[src/sv/arh_pkg.sv]
// Shared types, codes and defaults for the auto-ranging histogram.
`timescale 1ns / 1ps

package arh_pkg;

	localparam int NUM_BINS_DEF    = 16;
	localparam int COUNT_WIDTH_DEF = 32;

	// width_shift saturates here; no doubling past it
	localparam logic [4:0] WIDTH_MAX = 5'd31;

	localparam logic KIND_ADD  = 1'b0;
	localparam logic KIND_READ = 1'b1;

	localparam logic [1:0] ST_COUNTED = 2'd0;
	localparam logic [1:0] ST_NEG     = 2'd1;
	localparam logic [1:0] ST_READ    = 2'd2;

	localparam logic [1:0] OP_SAMPLE = 2'd0;
	localparam logic [1:0] OP_NEG    = 2'd1;
	localparam logic [1:0] OP_READ   = 2'd2;

	typedef struct packed {
		logic               kind;
		logic signed [31:0] sample;
		logic        [3:0]  read_index;
	} in_t;

	typedef struct packed {
		logic [1:0]  status;
		logic [3:0]  bin_index;
		logic [31:0] bin_count;
		logic [4:0]  width_shift;
		logic [30:0] bin_low_edge;
	} out_t;

	// classified command between front and back
	typedef struct packed {
		logic [1:0]  op;
		logic [30:0] value;
		logic [3:0]  read_index;
	} cmd_t;

endpackage

[src/sv/arh_ram.sv]
// Generic RAM: one write port, two registered read ports.
`timescale 1ns / 1ps

module arh_ram #(
	parameter int WIDTH = 32,
	parameter int DEPTH = 16
) (
	input  logic                     clk,
	input  logic                     we,
	input  logic [$clog2(DEPTH)-1:0] waddr,
	input  logic [WIDTH-1:0]         wdata,
	input  logic [$clog2(DEPTH)-1:0] raddr_a,
	output logic [WIDTH-1:0]         rdata_a,
	input  logic [$clog2(DEPTH)-1:0] raddr_b,
	output logic [WIDTH-1:0]         rdata_b
);

	logic [WIDTH-1:0] mem_q [DEPTH];
	logic [WIDTH-1:0] rd_a_q;
	logic [WIDTH-1:0] rd_b_q;

	always_ff @(posedge clk) begin
		if (we) begin
			mem_q[waddr] <= wdata;
		end
		rd_a_q <= mem_q[raddr_a];
		rd_b_q <= mem_q[raddr_b];
	end

	assign rdata_a = rd_a_q;
	assign rdata_b = rd_b_q;

endmodule

[src/sv/arh_front.sv]
// Front end: classifies incoming items and holds them in a two-entry queue.
`timescale 1ns / 1ps

module arh_front (
	input  logic          clk,
	input  logic          arst_n,
	input  logic          push,
	output logic          full,
	input  arh_pkg::in_t  item,
	output logic          cmd_vld,
	output arh_pkg::cmd_t cmd,
	input  logic          cmd_pop
);

	arh_pkg::cmd_t cmd_q [2];
	logic          wr_ptr_q;
	logic          rd_ptr_q;
	logic [1:0]    cnt_q;
	arh_pkg::cmd_t cls;
	logic          do_push;
	logic          do_pop;

	always_comb begin
		cls.value      = item.sample[30:0];
		cls.read_index = item.read_index;
		if (item.kind == arh_pkg::KIND_READ) begin
			cls.op = arh_pkg::OP_READ;
		end else if (item.sample[31]) begin
			cls.op = arh_pkg::OP_NEG;
		end else begin
			cls.op = arh_pkg::OP_SAMPLE;
		end
	end

	assign full    = (cnt_q == 2'd2);
	assign cmd_vld = (cnt_q != 2'd0);
	assign cmd     = cmd_q[rd_ptr_q];
	assign do_push = push && !full;
	assign do_pop  = cmd_pop && cmd_vld;

	always_ff @(posedge clk or negedge arst_n) begin
		if (!arst_n) begin
			wr_ptr_q <= 1'b0;
			rd_ptr_q <= 1'b0;
			cnt_q    <= 2'd0;
		end else begin
			if (do_push) begin
				wr_ptr_q <= !wr_ptr_q;
			end
			if (do_pop) begin
				rd_ptr_q <= !rd_ptr_q;
			end
			if (do_push && !do_pop) begin
				cnt_q <= cnt_q + 2'd1;
			end else if (!do_push && do_pop) begin
				cnt_q <= cnt_q - 2'd1;
			end
		end
	end

	always_ff @(posedge clk) begin
		if (do_push) begin
			cmd_q[wr_ptr_q] <= cls;
		end
	end

endmodule

[src/sv/arh_back.sv]
// Back end: bin counters, merge sweep on doubling, bin update and result register.
`timescale 1ns / 1ps

module arh_back #(
	parameter int NUM_BINS    = arh_pkg::NUM_BINS_DEF,
	parameter int COUNT_WIDTH = arh_pkg::COUNT_WIDTH_DEF
) (
	input  logic          clk,
	input  logic          arst_n,
	input  logic          cmd_vld,
	input  arh_pkg::cmd_t cmd,
	output logic          cmd_pop,
	output logic          res_vld,
	output arh_pkg::out_t res,
	input  logic          res_pop
);

	localparam int IW   = $clog2(NUM_BINS);
	localparam int XW   = (IW > 4) ? IW : 4;
	localparam int HALF = NUM_BINS / 2;

	localparam logic [1:0] S_IDLE  = 2'd0;
	localparam logic [1:0] S_MERGE = 2'd1;
	localparam logic [1:0] S_MDONE = 2'd2;
	localparam logic [1:0] S_LOOK  = 2'd3;

	logic [1:0]          state_q;
	logic [4:0]          width_q;
	logic [NUM_BINS-1:0] valid_q;
	logic [IW-1:0]       mi_q;
	logic [XW-1:0]       idx_q;
	logic [1:0]          op_q;
	logic                va_s1;
	logic                vb_s1;
	logic                mw_vld_s1;
	logic [IW-1:0]       mw_addr_s1;
	arh_pkg::out_t       res_q;
	logic                res_vld_q;

	logic [30:0]            q;
	logic                   q_big;
	logic                   need_merge;
	logic                   go;
	logic                   neg_done;
	logic                   start_look;
	logic [XW-1:0]          new_idx;
	logic                   idx_in;
	logic [IW-1:0]          pair_a;
	logic [IW-1:0]          raddr_a;
	logic [IW-1:0]          raddr_b;
	logic [COUNT_WIDTH-1:0] rdata_a;
	logic [COUNT_WIDTH-1:0] rdata_b;
	logic [COUNT_WIDTH-1:0] cnt;
	logic [COUNT_WIDTH-1:0] inc;
	logic [COUNT_WIDTH-1:0] ma;
	logic [COUNT_WIDTH-1:0] mb;
	logic [COUNT_WIDTH:0]   sum_w;
	logic [COUNT_WIDTH-1:0] msum;
	logic                   we;
	logic [IW-1:0]          waddr;
	logic [COUNT_WIDTH-1:0] wdata;
	logic [NUM_BINS-1:0]    low_mask;
	logic [NUM_BINS-1:0]    valid_nxt;
	logic [63:0]            rep_ext;
	logic [31:0]            rep_cnt;
	arh_pkg::out_t          look_res;

	always_comb begin
		q          = cmd.value >> width_q;
		q_big      = (32'(q) >= NUM_BINS);
		need_merge = (cmd.op == arh_pkg::OP_SAMPLE) && (width_q != arh_pkg::WIDTH_MAX)
			&& q_big;
		go         = (state_q == S_IDLE) && cmd_vld && (!res_vld_q || res_pop);
		cmd_pop    = go && !need_merge;
		neg_done   = cmd_pop && (cmd.op == arh_pkg::OP_NEG);
		start_look = cmd_pop && (cmd.op != arh_pkg::OP_NEG);

		if (cmd.op == arh_pkg::OP_READ) begin
			new_idx = XW'(cmd.read_index);
		end else if (q_big) begin
			new_idx = XW'(NUM_BINS - 1);
		end else begin
			new_idx = XW'(q);
		end
		idx_in = (32'(new_idx) < NUM_BINS);

		pair_a  = IW'({mi_q, 1'b0});
		raddr_a = (state_q == S_MERGE) ? pair_a : new_idx[IW-1:0];
		raddr_b = pair_a | IW'(1);
	end

	arh_ram #(
		.WIDTH(COUNT_WIDTH),
		.DEPTH(NUM_BINS)
	) u_ram (
		.clk    (clk),
		.we     (we),
		.waddr  (waddr),
		.wdata  (wdata),
		.raddr_a(raddr_a),
		.rdata_a(rdata_a),
		.raddr_b(raddr_b),
		.rdata_b(rdata_b)
	);

	always_comb begin
		// entries never written since reset or last clear read as zero
		cnt   = va_s1 ? rdata_a : '0;
		inc   = (&cnt) ? cnt : cnt + COUNT_WIDTH'(1);
		ma    = va_s1 ? rdata_a : '0;
		mb    = vb_s1 ? rdata_b : '0;
		sum_w = {1'b0, ma} + {1'b0, mb};
		msum  = sum_w[COUNT_WIDTH] ? '1 : sum_w[COUNT_WIDTH-1:0];

		we    = mw_vld_s1 || ((state_q == S_LOOK) && (op_q == arh_pkg::OP_SAMPLE));
		waddr = mw_vld_s1 ? mw_addr_s1 : idx_q[IW-1:0];
		wdata = mw_vld_s1 ? msum : inc;

		for (int i = 0; i < NUM_BINS; i++) begin
			low_mask[i] = (i < HALF);
		end
		valid_nxt = valid_q;
		if (we) begin
			valid_nxt[waddr] = 1'b1;
		end
		if (state_q == S_MDONE) begin
			valid_nxt = valid_nxt & low_mask;
		end

		rep_ext = 64'((op_q == arh_pkg::OP_SAMPLE) ? inc : cnt);
		rep_cnt = (rep_ext > 64'hFFFF_FFFF) ? 32'hFFFF_FFFF : rep_ext[31:0];

		look_res.status       = (op_q == arh_pkg::OP_SAMPLE) ? arh_pkg::ST_COUNTED
			: arh_pkg::ST_READ;
		look_res.bin_index    = idx_q[3:0];
		look_res.bin_count    = rep_cnt;
		look_res.width_shift  = width_q;
		look_res.bin_low_edge = 31'(idx_q) << width_q;
	end

	always_ff @(posedge clk or negedge arst_n) begin
		if (!arst_n) begin
			state_q   <= S_IDLE;
			width_q   <= 5'd0;
			valid_q   <= '0;
			mi_q      <= '0;
			mw_vld_s1 <= 1'b0;
			res_vld_q <= 1'b0;
		end else begin
			valid_q   <= valid_nxt;
			mw_vld_s1 <= (state_q == S_MERGE);
			if (neg_done || (state_q == S_LOOK)) begin
				res_vld_q <= 1'b1;
			end else if (res_pop) begin
				res_vld_q <= 1'b0;
			end
			unique case (state_q)
				S_IDLE: begin
					if (go && need_merge) begin
						mi_q    <= '0;
						state_q <= S_MERGE;
					end else if (start_look) begin
						state_q <= S_LOOK;
					end
				end
				S_MERGE: begin
					if (32'(mi_q) == HALF - 1) begin
						state_q <= S_MDONE;
					end else begin
						mi_q <= mi_q + IW'(1);
					end
				end
				S_MDONE: begin
					// last pair sum lands now; re-check the waiting sample
					width_q <= width_q + 5'd1;
					state_q <= S_IDLE;
				end
				S_LOOK: begin
					state_q <= S_IDLE;
				end
				default: begin
					state_q <= S_IDLE;
				end
			endcase
		end
	end

	always_ff @(posedge clk) begin
		mw_addr_s1 <= mi_q;
		if (state_q == S_MERGE) begin
			va_s1 <= valid_q[raddr_a];
			vb_s1 <= valid_q[raddr_b];
		end else begin
			va_s1 <= idx_in && valid_q[raddr_a];
			vb_s1 <= 1'b0;
		end
		if (start_look) begin
			idx_q <= new_idx;
			op_q  <= cmd.op;
		end
		if (neg_done) begin
			res_q.status       <= arh_pkg::ST_NEG;
			res_q.bin_index    <= 4'd0;
			res_q.bin_count    <= 32'd0;
			res_q.width_shift  <= width_q;
			res_q.bin_low_edge <= 31'd0;
		end else if (state_q == S_LOOK) begin
			res_q <= look_res;
		end
	end

	assign res_vld = res_vld_q;
	assign res     = res_q;

endmodule

[src/sv/auto_ranging_histogram.sv]
// Top level of the auto-ranging histogram.
// Input side is a queue: present item and raise push; the transaction happens on a
// clock edge with push high and full low. kind selects add-sample or read-bin.
// Result side is a single result register: while empty is low the waiting result sits on
// result; it is taken on an edge with pop high. Every item yields exactly one result.
// A negative sample is written straight into the result register when the engine
// takes it; an add or a read first reads its bin counter from the RAM, then writes
// the result register (and, for an add, the incremented counter) in a lookup state.
// An add that overflows the range first sums bin pairs, one pair per cycle, then
// doubles the width and retries; no new command is taken during lookup or merge.
// A two-entry command queue sits between the front end and the counter engine, so
// items keep being accepted while a result waits. If pop stays low the result holds,
// the engine takes no further command, and full rises after two more items.
// Reset (arst_n low) clears the width to one and marks every bin as zero; no
// clearing pass is needed, items are accepted from the first edge after reset.
`timescale 1ns / 1ps

module auto_ranging_histogram #(
	parameter int NUM_BINS    = arh_pkg::NUM_BINS_DEF,
	parameter int COUNT_WIDTH = arh_pkg::COUNT_WIDTH_DEF
) (
	input  logic          clk,
	input  logic          arst_n,
	input  logic          push,
	output logic          full,
	input  arh_pkg::in_t  item,
	output logic          empty,
	input  logic          pop,
	output arh_pkg::out_t result
);

	logic          cmd_vld;
	logic          cmd_pop;
	arh_pkg::cmd_t cmd;
	logic          res_vld;

	arh_front u_front (
		.clk    (clk),
		.arst_n (arst_n),
		.push   (push),
		.full   (full),
		.item   (item),
		.cmd_vld(cmd_vld),
		.cmd    (cmd),
		.cmd_pop(cmd_pop)
	);

	arh_back #(
		.NUM_BINS   (NUM_BINS),
		.COUNT_WIDTH(COUNT_WIDTH)
	) u_back (
		.clk    (clk),
		.arst_n (arst_n),
		.cmd_vld(cmd_vld),
		.cmd    (cmd),
		.cmd_pop(cmd_pop),
		.res_vld(res_vld),
		.res    (result),
		.res_pop(pop)
	);

	assign empty = !res_vld;

endmodule

[config.mk]
export PLATFORM = sky130hd
export DESIGN_NAME = auto_ranging_histogram
export DESIGN_NICKNAME = d
export VERILOG_FILES = /design/src/sv/arh_pkg.sv /design/src/sv/arh_ram.sv /design/src/sv/arh_front.sv /design/src/sv/arh_back.sv /design/src/sv/auto_ranging_histogram.sv
export SDC_FILE = /design/constraint.sdc
export NUM_CORES = 1
export LEC_CHECK = 0
export BUFFER_PORTS_ARGS = -buffer_cell sky130_fd_sc_hd__buf_2
export CAP_MARGIN = 20
export CORE_ASPECT_RATIO = 1.75
export CORE_MARGIN = 2
export CORE_UTILIZATION = 38
export DETAILED_ROUTE_END_ITERATION = 6
export PLACE_DENSITY = 0.51
export RECOVER_POWER = 25
export SYNTH_ARGS = -nofsm -noshare
export SYNTH_HDL_FRONTEND = slang
export SYNTH_SLANG_ARGS = --single-unit
[constraint.sdc]
create_clock -name clk -period 6 [get_ports clk]
set_input_delay 0.3 -clock clk [delete_from_list [all_inputs] [get_ports clk]]
set_output_delay 0.3 -clock clk [all_outputs]
set_load 0.01 [all_outputs]
==> results.sh <==
export IMPL_grt_pass1_vias=23700
export IMPL_period_minus_slack_ps=5470
export IMPL_layout_setup_ws_ps=528
export IMPL_synth_seq_area_share=0.602
export IMPL_ios=117
export IMPL_crit_type="flop to flop"
export IMPL_hold_viol_final=0
export IMPL_powerDensity_mw_per_mm2=599
export IMPL_antenna_cells=0
export IMPL_drt_first_iter_violations=1582
export IMPL_synthTopCellsByArea="edfxtp_1 50%, mux4_2 15%, dfxtp_1 7.8%"
export IMPL_netlist_top_cells_count="597 x edfxtp_1, 231 x mux4_2, 178 x nand2_1, 139 x dfxtp_1, 139 x mux2i_1"
export IMPL_antenna_found_initial=3
export IMPL_grt_pass1_wl_um=160000
export IMPL_rsz0062_at_grt="no"
export IMPL_cts_hold_buf=38
export IMPL_track_usage=0.227
export IMPL_clock_sinks=769
export IMPL_utilization=0.438
export IMPL_cp_num_cells=12
export IMPL_worst_hold_path_type="input port to flop"
export IMPL_dp_hpwl_um=72200
export IMPL_cts_buffers=74
export IMPL_die_area_mm2=0.0967
export IMPL_dr_total_vias=22500
export IMPL_yosysTopAreaCellShare=0.501
export IMPL_fp_dieH_um=410
export IMPL_maxCapViolCount=9
export IMPL_yosys_warnings=0
export IMPL_critPathArrivalTime_ps=6010
export IMPL_yosys_cell_count_top_type="edfxtp_1"
export IMPL_place_worst_setup_slack_ps=537
export IMPL_num_nets_final=2708
export IMPL_fin_worst_skew_ps=26.5
export IMPL_path_cells="inv_2, mux4_2, o21ai_0, nor3_1, a311oi_1, a2111oi_4, and4b_1, nor2_4, buf_12, mux4_2, mux2i_1, mux2i_1"
export IMPL_slowest_delay_ps=1150
export IMPL_leakage_nw=14.1
export IMPL_syn_nets=2534
export IMPL_syn_inst=2455
export IMPL_die_x_um=236
export IMPL_path_delay_family="multiplexers"
export IMPL_setup_viol=0
export IMPL_htreeDepth=3
export IMPL_avgViaCountPerCell=5.78
export IMPL_synth_cell_types=71
export IMPL_clk_pin_slew_ps=70
export IMPL_ys_flop_type="edfxtp_1"
export IMPL_placementRows=148
export IMPL_postCtsSetupBuffers=0
export IMPL_areaGrowthSynthToFinish_pct=13.9
export IMPL_critPathSlowestCell="dfrtp_1"
export IMPL_drc=0
export IMPL_ys_ff_latch=769
export IMPL_grt_max_degree=70
export IMPL_design_core_area_mm2=0.0931
export IMPL_postLayoutCellArea_mm2=0.0408
export IMPL_dpl_cell_area_mm2=0.0381
export IMPL_n_fill_cell=8360
export IMPL_drt_pass1_iter_count=7
export IMPL_portBuffers=116
export IMPL_hold_path_depth=3
export IMPL_path_buf_inv=2
export IMPL_clk_path_buf_depth=3
export IMPL_rrSetupSlack_ps=530
export IMPL_synth_edf_count=597
export IMPL_ctsRootBufferMaster="clkbuf_16"
export IMPL_wl_um=110000
export IMPL_gp_congestion=0.923
export IMPL_grt_remaining_overflow=0
export IMPL_peakVddDrop_mv=0.268
export IMPL_cts_tree="yes"
export IMPL_violations="max-capacitance violations, max-slew violations"
export IMPL_finalSetupTns_ps=0
export IMPL_r2r_cells=12
export IMPL_cts_repair_resized=0
export IMPL_worstMarginPinSlew_ps=2610
export IMPL_clock_latency_ps=670
export IMPL_crit_required_ps=6540
export IMPL_netlist_area_mm2=0.0358
export IMPL_drive_above_1_share=0.191
export IMPL_status="complete, but fails checks"
export IMPL_finalCritPeriodShare=0.912
export IMPL_drv_slew=287
export IMPL_crit_fanout=36
export IMPL_relSlewSlack=-0.737
export IMPL_initial_core_util=0.384
export IMPL_routedWlPerCell_um=28.3
export IMPL_avgSynthCellArea_um2=14.6
export IMPL_yosysTopAreaCell="edfxtp_1"
export IMPL_setup_worst_path_start_class="flop"
export IMPL_cp_end_kind="flop"
export IMPL_synth_async_reset_ratio=0.0429
export IMPL_fmax_ghz=0.183
export IMPL_drtAntennaViolNets=0
==> final cells by class <==
class / count / area [um2] / area share
inverters: 56 / 210 / 0.00515
clock buffers: 102 / 2060 / 0.0505
clock inverters: 34 / 322 / 0.00789
multi-input cells: 1483 / 13500 / 0.331
well taps: 1200 / 1500 / 0.0368
flip-flops and latches: 769 / 21500 / 0.528
repair buffers: 245 / 1640 / 0.0402
==> path summary, 6_finish.rpt <==
kind / from / end
max: u_back.width_q[1] / u_back.u_ram.rdata_a[19]
min: push / u_front.wr_ptr_q
max reg2reg: u_back.width_q[1] / u_back.u_ram.rdata_a[19]
min reg2reg: u_back.mi_q[3] / u_back.mw_addr_s1[3]
max in group asynchronous: arst_n / u_back.mi_q[1]
min in group asynchronous: arst_n / u_back.valid_q[6]
==> kinds of logic (layout without fill, tap and decap cells) <==
| group | count (synthesis) | after routing | synth area share |
|---|---|---|---|
| compound gates | 331 | 331 | 0.0587 |
| xor+xnor | 88 | 88 | 0.0215 |
| fa+ha+maj | 38 | 38 | 0.0135 |
| buf+inv | 203 | 437 | 0.0246 |
| flops | 769 | 769 | 0.602 |
| mux | 415 | 415 | 0.198 |
| simple gates | 611 | 611 | 0.0815 |
==> registers in the layout (all words and copies together) (netlist names), 4 cells and up <==
signal	count
u_back.idx_q	4
u_back.u_ram.mem_q	512
u_back.mi_q	4
u_back.valid_q	16
u_back.width_q	5
u_front.cmd_q	74
u_back.u_ram.rdata_b	32
u_back.mw_addr_s1	4
u_back.res	74
u_back.u_ram.rdata_a	32
==> power by group <==
group	switching (W)	internal (W)	total (W)
clock	0.00208	0.00259	0.00467
sequential	0.000936	0.00779	0.00873
combinational	0.00652	0.00452	0.0110
==> worst register-to-register path, delay by kind of cell, from the launching register on <==
| kind | cells | cell delay [ps] |
|---|---|---|
| AO/OA/AOI/OAI | 3 | 740 |
| AND/OR/NAND/NOR | 3 | 930 |
| multiplexers | 4 | 1650 |
| flip-flops | 1 | 1150 |
| buffers and inverters | 2 | 890 |
==> placed cells by master, fill, tap and decap left out, types with 9 or more instances in the layout <==
master	n
nor3_1	38
clkinv_1	12
nand4_1	34
mux4_2	231
dfxtp_1	138
xor2_1	19
a21o_1	15
and2_1	44
mux2i_1	138
o21ai_0	115
inv_1	55
nand3_1	84
nand2_1	177
a211oi_1	10
nand2b_1	13
a32o_1	9
buf_4	73
a22oi_1	9
nor2_1	122
clkbuf_16	75
buf_12	10
dfrtp_1	30
a21oi_1	76
or2_2	17
edfxtp_1	597
buf_2	10
clkbuf_1	129
ha_1	37
mux2_2	39
nor2b_1	18
xnor2_1	69
dlygate4sd3_1	38
nor2_4	13
a31oi_1	16
and3_1	20
==> routing by layer <==
| layer | global-route usage | vias up | share of wire |
|---|---|---|---|
| li1 | - | 9893 | - |
| met1 | 0.253 | 11600 | 0.37 |
| met2 | 0.429 | 739 | 0.54 |
| met3 | 0.0255 | 215 | 0.039 |
| met4 | 0.108 | 2 | 0.046 |
| met5 | 0 | - | 0.00012 |
==> stage by stage <==
step	total power (W)	hold slack, ps	instances
6_report	0.0244	44.8	3889
5_1_grt	0.0257	70.7	3889
4_1_cts	0.0246	8.47	3872
3_5_place_dp	0.0198	407	3698
3_3_place_gp	0.0196	404	3691
2_1_floorplan	0.0160	4.41	2455
(Power assumes the default switching activity.)
